--- src/sv/fpfp_pkg.sv ---
package fpfp_pkg;

    localparam int MAX_COMMAND_WORDS = 4;
    localparam int WORD_BYTES        = 5;
    localparam int SRC_START         = 16;
    localparam int DST_START         = 20;
    localparam int PORT_START        = 24;
    localparam int CODE_START        = 26;
    localparam int CMD_START         = 28;
    localparam int CMD_END           = CMD_START + WORD_BYTES * MAX_COMMAND_WORDS;
    localparam int POS_W             = $clog2(CMD_END + 1);

    localparam logic [7:0] CODE_STOP   = 8'h00;
    localparam logic [7:0] CODE_SERIAL = 8'h01;
    localparam logic [7:0] CODE_TIME   = 8'h02;
    localparam logic [7:0] CODE_ROUTE  = 8'h3F;

    localparam logic [2:0] LAST_PHASE = 3'(WORD_BYTES - 1);

    typedef logic [POS_W-1:0] t_pos;

    typedef struct packed {
        logic [31:0] source_ip;
        logic [31:0] dest_ip;
        logic [15:0] dest_port;
        logic [15:0] command_code;
        logic [31:0] serial_number;
        logic [31:0] first_packet_time;
        logic [31:0] route_ip;
    } t_fields;

endpackage

--- src/sv/fpfp_in_if.sv ---
interface fpfp_in_if;
    logic       valid;
    logic       ready;
    logic [7:0] frame_byte;
    logic       frame_end;

    modport source (output valid, frame_byte, frame_end, input ready);
    modport sink (input valid, frame_byte, frame_end, output ready);
endinterface

--- src/sv/fpfp_out_if.sv ---
interface fpfp_out_if;
    logic        valid;
    logic        ready;
    logic [31:0] source_ip;
    logic [31:0] dest_ip;
    logic [15:0] dest_port;
    logic [15:0] command_code;
    logic [31:0] serial_number;
    logic [1:0]  instrument_type;
    logic [31:0] first_packet_time;
    logic [31:0] route_ip;

    modport source (
        output valid, source_ip, dest_ip, dest_port, command_code, serial_number,
               instrument_type, first_packet_time, route_ip,
        input  ready
    );
    modport sink (
        input  valid, source_ip, dest_ip, dest_port, command_code, serial_number,
               instrument_type, first_packet_time, route_ip,
        output ready
    );
endinterface

--- src/sv/fpfp_parse.sv ---
module fpfp_parse (
    input  logic              i_clk,
    input  logic              i_rst_n,
    input  logic              i_step,
    input  logic [7:0]        i_byte,
    input  logic              i_end,
    output fpfp_pkg::t_fields o_fields
);
    import fpfp_pkg::*;

    t_pos        r_pos,    n_pos;
    logic [2:0]  r_phase,  n_phase;
    logic        r_done,   n_done;
    logic [7:0]  r_code,   n_code;
    logic [31:0] r_value,  n_value;
    t_fields     r_fields, n_fields;

    logic        in_cmd;
    logic [1:0]  lane;

    always_comb begin
        n_pos    = r_pos;
        n_phase  = r_phase;
        n_done   = r_done;
        n_code   = r_code;
        n_value  = r_value;
        n_fields = r_fields;
        in_cmd   = (r_pos >= t_pos'(CMD_START)) && (r_pos < t_pos'(CMD_END));
        lane     = 2'(r_phase - 3'd1);

        if (r_pos >= t_pos'(SRC_START) && r_pos < t_pos'(DST_START)) begin
            n_fields.source_ip[{r_pos[1:0], 3'b000} +: 8] =
                r_fields.source_ip[{r_pos[1:0], 3'b000} +: 8] | i_byte;
        end else if (r_pos >= t_pos'(DST_START) && r_pos < t_pos'(PORT_START)) begin
            n_fields.dest_ip[{r_pos[1:0], 3'b000} +: 8] =
                r_fields.dest_ip[{r_pos[1:0], 3'b000} +: 8] | i_byte;
        end else if (r_pos >= t_pos'(PORT_START) && r_pos < t_pos'(CODE_START)) begin
            n_fields.dest_port[{r_pos[0], 3'b000} +: 8] =
                r_fields.dest_port[{r_pos[0], 3'b000} +: 8] | i_byte;
        end else if (r_pos >= t_pos'(CODE_START) && r_pos < t_pos'(CMD_START)) begin
            n_fields.command_code[{r_pos[0], 3'b000} +: 8] =
                r_fields.command_code[{r_pos[0], 3'b000} +: 8] | i_byte;
        end else if (in_cmd && !r_done) begin
            if (r_phase == 3'd0) begin
                n_code  = i_byte;
                n_value = '0;
                if (i_byte == CODE_STOP) begin
                    n_done = 1'b1;
                end
            end else begin
                n_value[{lane, 3'b000} +: 8] = r_value[{lane, 3'b000} +: 8] | i_byte;
                if (r_phase == LAST_PHASE) begin
                    case (r_code)
                        CODE_SERIAL: n_fields.serial_number     = n_value;
                        CODE_TIME:   n_fields.first_packet_time = n_value;
                        CODE_ROUTE:  n_fields.route_ip          = n_value;
                        default: ;
                    endcase
                end
            end
        end

        // word phase tracks the position even after the stop code
        if (in_cmd) begin
            n_phase = (r_phase == LAST_PHASE) ? 3'd0 : r_phase + 3'd1;
        end

        if (r_pos < t_pos'(CMD_END)) begin
            n_pos = r_pos + t_pos'(1);
        end
    end

    assign o_fields = n_fields;

    always_ff @(posedge i_clk) begin
        if (!i_rst_n) begin
            r_pos    <= '0;
            r_phase  <= '0;
            r_done   <= 1'b0;
            r_code   <= '0;
            r_value  <= '0;
            r_fields <= '0;
        end else if (i_step) begin
            if (i_end) begin
                r_pos    <= '0;
                r_phase  <= '0;
                r_done   <= 1'b0;
                r_code   <= '0;
                r_value  <= '0;
                r_fields <= '0;
            end else begin
                r_pos    <= n_pos;
                r_phase  <= n_phase;
                r_done   <= n_done;
                r_code   <= n_code;
                r_value  <= n_value;
                r_fields <= n_fields;
            end
        end
    end

`ifndef SYNTHESIS
    a_pos_bound: assert property (@(posedge i_clk) disable iff (!i_rst_n)
        r_pos <= t_pos'(CMD_END))
        else $error("byte position beyond command area");

    a_phase_range: assert property (@(posedge i_clk) disable iff (!i_rst_n)
        r_phase <= LAST_PHASE)
        else $error("word phase out of range");

    a_frame_restart: assert property (@(posedge i_clk) disable iff (!i_rst_n)
        i_step && i_end |=> r_pos == '0 && !r_done && r_fields == '0)
        else $error("parser not cleared after last byte");
`endif

endmodule

--- src/sv/first_packet_frame_parser.sv ---
// First-packet frame parser.
// i_frame: one frame byte per transfer, frame_end high on the last byte.
// o_result: one transfer per frame, carrying the header fields (source IP,
//   destination IP and port, command number) and the values of the last
//   complete serial, first-packet-time and route command words.
// A byte enters an input register and is parsed from there; on the last byte
// the collected fields land in the result register once that register is
// free, and o_result.valid is driven from that register.
// Throughput is one byte per cycle while no last byte waits on a full result
// register; frames may follow each other without gaps.
// When the receiver stalls, the result waits in its register and bytes keep
// flowing; only a last byte holds in the input register until the result
// register frees, and i_frame.ready is low while it holds.
// Synchronous active-low reset empties both registers and clears the parser,
// which starts at byte offset zero.
module first_packet_frame_parser (
    input  logic        i_clk,
    input  logic        i_rst_n,
    fpfp_in_if.sink     i_frame,
    fpfp_out_if.source  o_result
);
    import fpfp_pkg::*;

    logic       r_in_valid;
    logic [7:0] r_in_byte;
    logic       r_in_end;
    logic       r_out_valid;
    t_fields    r_out_fields;

    logic       out_free;
    logic       consume;
    t_fields    fields;

    assign out_free = !r_out_valid || o_result.ready;
    assign consume  = r_in_valid && (!r_in_end || out_free);
    assign i_frame.ready = !r_in_valid || consume;

    fpfp_parse u_parse (
        .i_clk    (i_clk),
        .i_rst_n  (i_rst_n),
        .i_step   (consume),
        .i_byte   (r_in_byte),
        .i_end    (r_in_end),
        .o_fields (fields)
    );

    always_ff @(posedge i_clk) begin
        if (!i_rst_n) begin
            r_in_valid <= 1'b0;
        end else if (i_frame.ready) begin
            r_in_valid <= i_frame.valid;
        end
    end

    always_ff @(posedge i_clk) begin
        if (i_frame.ready && i_frame.valid) begin
            r_in_byte <= i_frame.frame_byte;
            r_in_end  <= i_frame.frame_end;
        end
    end

    always_ff @(posedge i_clk) begin
        if (!i_rst_n) begin
            r_out_valid <= 1'b0;
        end else if (consume && r_in_end) begin
            r_out_valid <= 1'b1;
        end else if (o_result.ready) begin
            r_out_valid <= 1'b0;
        end
    end

    always_ff @(posedge i_clk) begin
        if (consume && r_in_end) begin
            r_out_fields <= fields;
        end
    end

    assign o_result.valid             = r_out_valid;
    assign o_result.source_ip         = r_out_fields.source_ip;
    assign o_result.dest_ip           = r_out_fields.dest_ip;
    assign o_result.dest_port         = r_out_fields.dest_port;
    assign o_result.command_code      = r_out_fields.command_code;
    assign o_result.serial_number     = r_out_fields.serial_number;
    assign o_result.instrument_type   = r_out_fields.serial_number[1:0];
    assign o_result.first_packet_time = r_out_fields.first_packet_time;
    assign o_result.route_ip          = r_out_fields.route_ip;

`ifndef SYNTHESIS
    a_last_byte_waits: assert property (@(posedge i_clk) disable iff (!i_rst_n)
        r_in_valid && r_in_end && r_out_valid && !o_result.ready
        |=> r_in_valid && r_in_end && $stable(r_in_byte))
        else $error("last byte dropped while result register full");

    a_result_load: assert property (@(posedge i_clk) disable iff (!i_rst_n)
        consume && r_in_end |=> r_out_valid)
        else $error("last byte produced no result");

    a_mid_byte_flows: assert property (@(posedge i_clk) disable iff (!i_rst_n)
        r_in_valid && !r_in_end |-> i_frame.ready)
        else $error("input stalled on a non-final byte");
`endif

endmodule

--- src/flat_wrapper.sv ---
// flat-port wrapper written by rule: the top's interface ports become plain ports
module first_packet_frame_parser_flat import fpfp_pkg::*;
  (i_clk, i_rst_n, i_frame_valid, i_frame_frame_byte, i_frame_frame_end, i_frame_ready, o_result_valid, o_result_source_ip, o_result_dest_ip, o_result_dest_port, o_result_command_code, o_result_serial_number, o_result_instrument_type, o_result_first_packet_time, o_result_route_ip, o_result_ready);
  fpfp_in_if i_frame_i ();
  fpfp_out_if o_result_i ();
  input  logic i_clk;
  input  logic i_rst_n;
  input wire logic [$bits(i_frame_i.valid)-1:0] i_frame_valid;
  input wire logic [$bits(i_frame_i.frame_byte)-1:0] i_frame_frame_byte;
  input wire logic [$bits(i_frame_i.frame_end)-1:0] i_frame_frame_end;
  output wire logic [$bits(i_frame_i.ready)-1:0] i_frame_ready;
  output wire logic [$bits(o_result_i.valid)-1:0] o_result_valid;
  output wire logic [$bits(o_result_i.source_ip)-1:0] o_result_source_ip;
  output wire logic [$bits(o_result_i.dest_ip)-1:0] o_result_dest_ip;
  output wire logic [$bits(o_result_i.dest_port)-1:0] o_result_dest_port;
  output wire logic [$bits(o_result_i.command_code)-1:0] o_result_command_code;
  output wire logic [$bits(o_result_i.serial_number)-1:0] o_result_serial_number;
  output wire logic [$bits(o_result_i.instrument_type)-1:0] o_result_instrument_type;
  output wire logic [$bits(o_result_i.first_packet_time)-1:0] o_result_first_packet_time;
  output wire logic [$bits(o_result_i.route_ip)-1:0] o_result_route_ip;
  input wire logic [$bits(o_result_i.ready)-1:0] o_result_ready;
  assign i_frame_i.valid = i_frame_valid;
  assign i_frame_i.frame_byte = i_frame_frame_byte;
  assign i_frame_i.frame_end = i_frame_frame_end;
  assign i_frame_ready = i_frame_i.ready;
  assign o_result_valid = o_result_i.valid;
  assign o_result_source_ip = o_result_i.source_ip;
  assign o_result_dest_ip = o_result_i.dest_ip;
  assign o_result_dest_port = o_result_i.dest_port;
  assign o_result_command_code = o_result_i.command_code;
  assign o_result_serial_number = o_result_i.serial_number;
  assign o_result_instrument_type = o_result_i.instrument_type;
  assign o_result_first_packet_time = o_result_i.first_packet_time;
  assign o_result_route_ip = o_result_i.route_ip;
  assign o_result_i.ready = o_result_ready;
  first_packet_frame_parser u_core (.i_clk(i_clk), .i_rst_n(i_rst_n), .i_frame(i_frame_i), .o_result(o_result_i));
endmodule
--- config.mk ---
export PLATFORM = sky130hd
export DESIGN_NAME = first_packet_frame_parser_flat
export DESIGN_NICKNAME = d
export VERILOG_FILES = /design/src/sv/fpfp_pkg.sv /design/src/sv/fpfp_in_if.sv /design/src/sv/fpfp_out_if.sv /design/src/sv/fpfp_parse.sv /design/src/sv/first_packet_frame_parser.sv /design/src/flat_wrapper.sv
export SDC_FILE = /design/constraint.sdc
export NUM_CORES = 1
export LEC_CHECK = 0
export BUFFER_PORTS_ARGS = -buffer_cell sky130_fd_sc_hd__buf_2
export CORE_ASPECT_RATIO = 0.6
export CORE_UTILIZATION = 33
export CTS_CLUSTER_DIAMETER = 150
export DETAILED_ROUTE_END_ITERATION = 6
export GPL_TIMING_DRIVEN = 1
export PLACE_DENSITY = 0.54
export SKIP_LAST_GASP = 1
export SYNTH_ARGS = -nofsm -noshare
export SYNTH_HDL_FRONTEND = slang
export SYNTH_HIERARCHICAL = 1
export SYNTH_SLANG_ARGS = --single-unit
--- constraint.sdc ---
create_clock -name i_clk -period 9.1 [get_ports i_clk]
set_input_delay 0.91 -clock i_clk [delete_from_list [all_inputs] [get_ports i_clk]]
set_output_delay 0.91 -clock i_clk [all_outputs]
set_load 0.01 [all_outputs]
==> metrics.md <==
| Metric | Value |
|---|---|
| Drt wl/cell | 21.3 um |
| Worst clock skew | 0.0213 ns |
| Antenna diodes | 0 |
| EDFF count, synth | 201 |
| Critical Path Fanout Max | 32 |
| First-pass GRT wire length | 78100 um |
| Number of buffers created by CTS | 46 |
| R2R Setup Slk | 5.63 ns |
| Crit start category | flop |
| Total GRT Usage | 18.5% |
| Critical Path AT | 3.77 ns |
| GRT overflow | 0 |
| DRC | 11 |
| Reg2Reg Capture Point | u_core/o_result.route_ip[4]$_DFFE_PP_ |
| Syn avg cell area | 11.5 sq um |
| Die footprint | 0.0550 sq mm |
| Synth unique cells | 61 |
| Most used DFF post-synth | dfxtp_1 |
| Termination of the worst setup path | u_core/o_result.route_ip[4]$_DFFE_PP_ |
| Drt via density | 5.41 |
| Post-detail-place hpwl | 32800 um |
| IO Port Bufs | 208 |
| Crit path largest cell delay | 0.83 ns |
| Row cnt | 65 |
| Worst r2r src | u_core/u_parse/r_phase[0]$_SDFFE_PN0P_ |
| GR peak layer | met1 |
| Top Family by Delay on Critical Path | simple AND/OR/NAND/NOR gates |
| Count of state elements after synthesis | 445 |
| Worst min-delay path startpoint | u_core/u_parse/r_fields[86]$_SDFFE_PN0P_ |
| Final core occ | 39.7% |
| Starting DRT DRC Count | 1480 |
| Number of global-route vias before repair | 12.6k |
| Slew @ Worst Pin | 1.25 ns |
| Grt met1 use | 29.6% |
| Clock-pin slew on the worst setup and hold paths | 0.06 ns |
| Synthesized Nets | 1578 |
| Drt total wl | 52200 um |
| Slew HR | 16.0% |
| P&R area growth vs syn | 17.9% |
| Max-slew violations | 0 |
| Internal power | 3.23 mW |
| Num Clock Sinks | 445 |
| Switching pwr | 0.925 mW |
| FMAX | 0.288 GHz |
| Run status | complete, but fails checks |
| Power Density | 198 mW/mm^2 |
| Ys async rst share | 0% |
| Switching share of total power | 22.3% |
| Sequential area share after synthesis | 61.2% |
| Failing checks | design-rule violations |
| Warnings from Yosys | 6 |
| Max clock buf depth | 3 |
| Fin crit share | 38.2% |
| Die Ht | 182 um |
| Pre-antenna DRT Iters | 7 |
| Clock power share | 45.7% |
| GRT met2 Usage | 24.8% |
| Routability cong. | 0.829 |
| Largest net degree at the start of global routing | 107 |
| Synth Instances | 1553 |
| Root Driver | clkbuf_16 |
| Vias after detailed routing | 13.3k |
| Setup TNS | 0 ns |
| Comb power frac | 3.6% |
| Setup repair bufs after CTS | 0 |
| Final min period | 3.47 ns |
| Die W | 302 um |
| Power, Total | 4.15 mW |
| Crit path required time | 9.40 ns |
| Final hold violations | 0 |
| Starting Density | 33.7% |
| CTS HTree Levels | 2 |
| Crit. Startpoint | u_core/u_parse/r_phase[0]$_SDFFE_PN0P_ |
| Worst-case reg-to-reg path depth | 6 |
| Max Cap Viol | 0 |
| Critical Path End Type | flop |
| Setup-failing EPs final | 0 |
| Synth Cell Area | 0.0178 sq mm |
| M3 GR Usage | 4.19% |
| HP Class | flop to flop |
| Number of primary I/O pins | 209 |
| Worst ir drop on vdd | 0.000150 V |
| Clock latency on the worst-skew pair | 0.56 ns |
| Initial antenna violation count | 1 |
| Layout cells sized above 1 | 23.9% |
| Slowest CP cell | nand3_2 |
| RSZ-0062 raised after global routing | false |
| Post-CTS sizing | 0 |
| Setup CP Type | flop to flop |
| Buffers plus inverters on the worst setup path | 1 |
| Stages on worst setup path | 6 |
| Critical-path cell list | inv_1 -> ha_1 -> and4bb_2 -> and3b_1 -> nand3_2 -> mux2_2 |
| CTS Hold Bufs | 0 |
| Core Region | 0.0529 sq mm |
| Nets@finish | 1738 |
| Leak pwr | 8.23 nW |
| Power share of the sequential group | 50.7% |
| Post-route ant nets | 0 |
| CTS tree | yes |
==> layer usage <==
layer  vias to the layer above  share of wire (%)
met4                         0                1.7
met3                        71                8.4
met2                       557                 40
li1                       6065                  -
met5                         -                  0
met1                      6582                 50
==> state kept, by name (all words and copies together) (netlist names), 3 cells and up <==
name / cells
u_core/u_parse/r_fields: 192
u_core/o_result.dest_ip: 32
u_core/o_result.first_packet_time: 32
u_core/o_result.route_ip: 32
u_core/o_result.serial_number: 32
u_core/o_result.source_ip: 32
u_core/u_parse/r_value: 32
u_core/o_result.command_code: 16
u_core/o_result.dest_port: 16
u_core/r_in_byte: 8
u_core/u_parse/r_code: 8
u_core/u_parse/r_pos: 6
u_core/u_parse/r_phase: 3
==> cells in the final DEF, fill, tap and decap left out, drive strengths merged, types with 7 or more instances in the layout <==
master / netlist / routed
dfxtp: 244 / 244
buf: 32 / 237
nand2: 202 / 202
edfxtp: 201 / 201
o21ai: 139 / 139
o22ai: 96 / 96
nor2: 72 / 72
mux2: 64 / 64
o2bb2ai: 64 / 64
and2: 61 / 61
clkbuf: 93 / 61
a21o: 56 / 56
a31oi: 36 / 36
a22o: 32 / 32
nand3: 20 / 20
mux4: 16 / 16
clkinv: 0 / 16
ha: 12 / 12
a21oi: 10 / 10
or2: 10 / 10
inv: 8 / 8
nor2b: 8 / 8
nand2b: 7 / 7
==> final cells by class <==
cell class / instances / area [sq um]
multi-input cells: 975 / 6410
clock buffers: 61 / 1260
well taps: 703 / 880
repair buffers: 237 / 1260
clock inverters: 25 / 259
inverters: 8 / 30.0
fillers: 5017 / 31900
flip-flops and latches: 445 / 10900
==> how the worst min path moves through the flow <==
stage	to	slack [ns]	cells after the start
after floorplan	u_core/u_parse/r_fields[64]$_SDFFE_PN0P_	0.43	2
after global placement	u_core/u_parse/r_fields[78]$_SDFFE_PN0P_	0.44	2
after detailed placement	u_core/u_parse/r_fields[86]$_SDFFE_PN0P_	0.45	2
after CTS	u_core/u_parse/r_fields[86]$_SDFFE_PN0P_	0.46	2
after global routing	u_core/u_parse/r_fields[87]$_SDFFE_PN0P_	0.47	2
final	u_core/u_parse/r_fields[86]$_SDFFE_PN0P_	0.45	2
==> stage by stage <==
stage | area, sq um | hold WS, ns | std cells | setup WS, ns
after detailed placement | 19500 | 0.446 | 2367 | 5.42
final | 21000 | 0.451 | 2454 | 5.63
after floorplan | 17800 | 0.433 | 1553 | 2.52
after global routing | 21000 | 0.468 | 2454 | 5.46
after global placement | 19500 | 0.440 | 2367 | 5.43
after CTS | 21000 | 0.456 | 2453 | 5.63
==> cell families (layout without fill, tap and decap cells) <==
kind of cell,count (synthesis),in the layout,share of synthesized area [%]
simple gates,423,423,11.5
buf+inv,133,331,3.19
flops,445,445,61.2
compound gates,456,456,17.0
mux,80,80,6.06
xor+xnor,4,4,0.197
fa+ha+maj,12,12,0.842
==> worst register-to-register path, delay by kind of cell (launching register included) <==
family	cells	cell delay, ns
DFF	1	0.38
and+or+nand+nor	3	1.42
adders and majority gates	1	0.57
muxes	1	0.66
buffers and inverters	1	0.18
==> synth_stat cells (all sizes together), types with 36 or more instances <==
| master | n | area [sq um] |
|---|---|---|
| dfxtp | 244 | 4880 |
| nand2 | 202 | 758 |
| edfxtp | 201 | 6040 |
| o21ai | 139 | 696 |
| o22ai | 96 | 601 |
| clkbuf | 93 | 350 |
| nor2 | 72 | 273 |
| mux2 | 64 | 721 |
| o2bb2ai | 64 | 561 |
| and2 | 61 | 382 |
| a21o | 56 | 420 |
| a31oi | 36 | 225 |
==> power by group through the flow <==
stage	Clock, mW	Sequential (mW)	Combinational (mW)
final	1.90	2.10	0.151
after global routing	2.03	2.10	0.162
after CTS	1.95	2.10	0.151
after detailed placement	0	2.15	0.151
after global placement	0	2.15	0.148
after floorplan	0	2.16	0.0830
No activity file was read; power rests on OpenSTA's default activity.
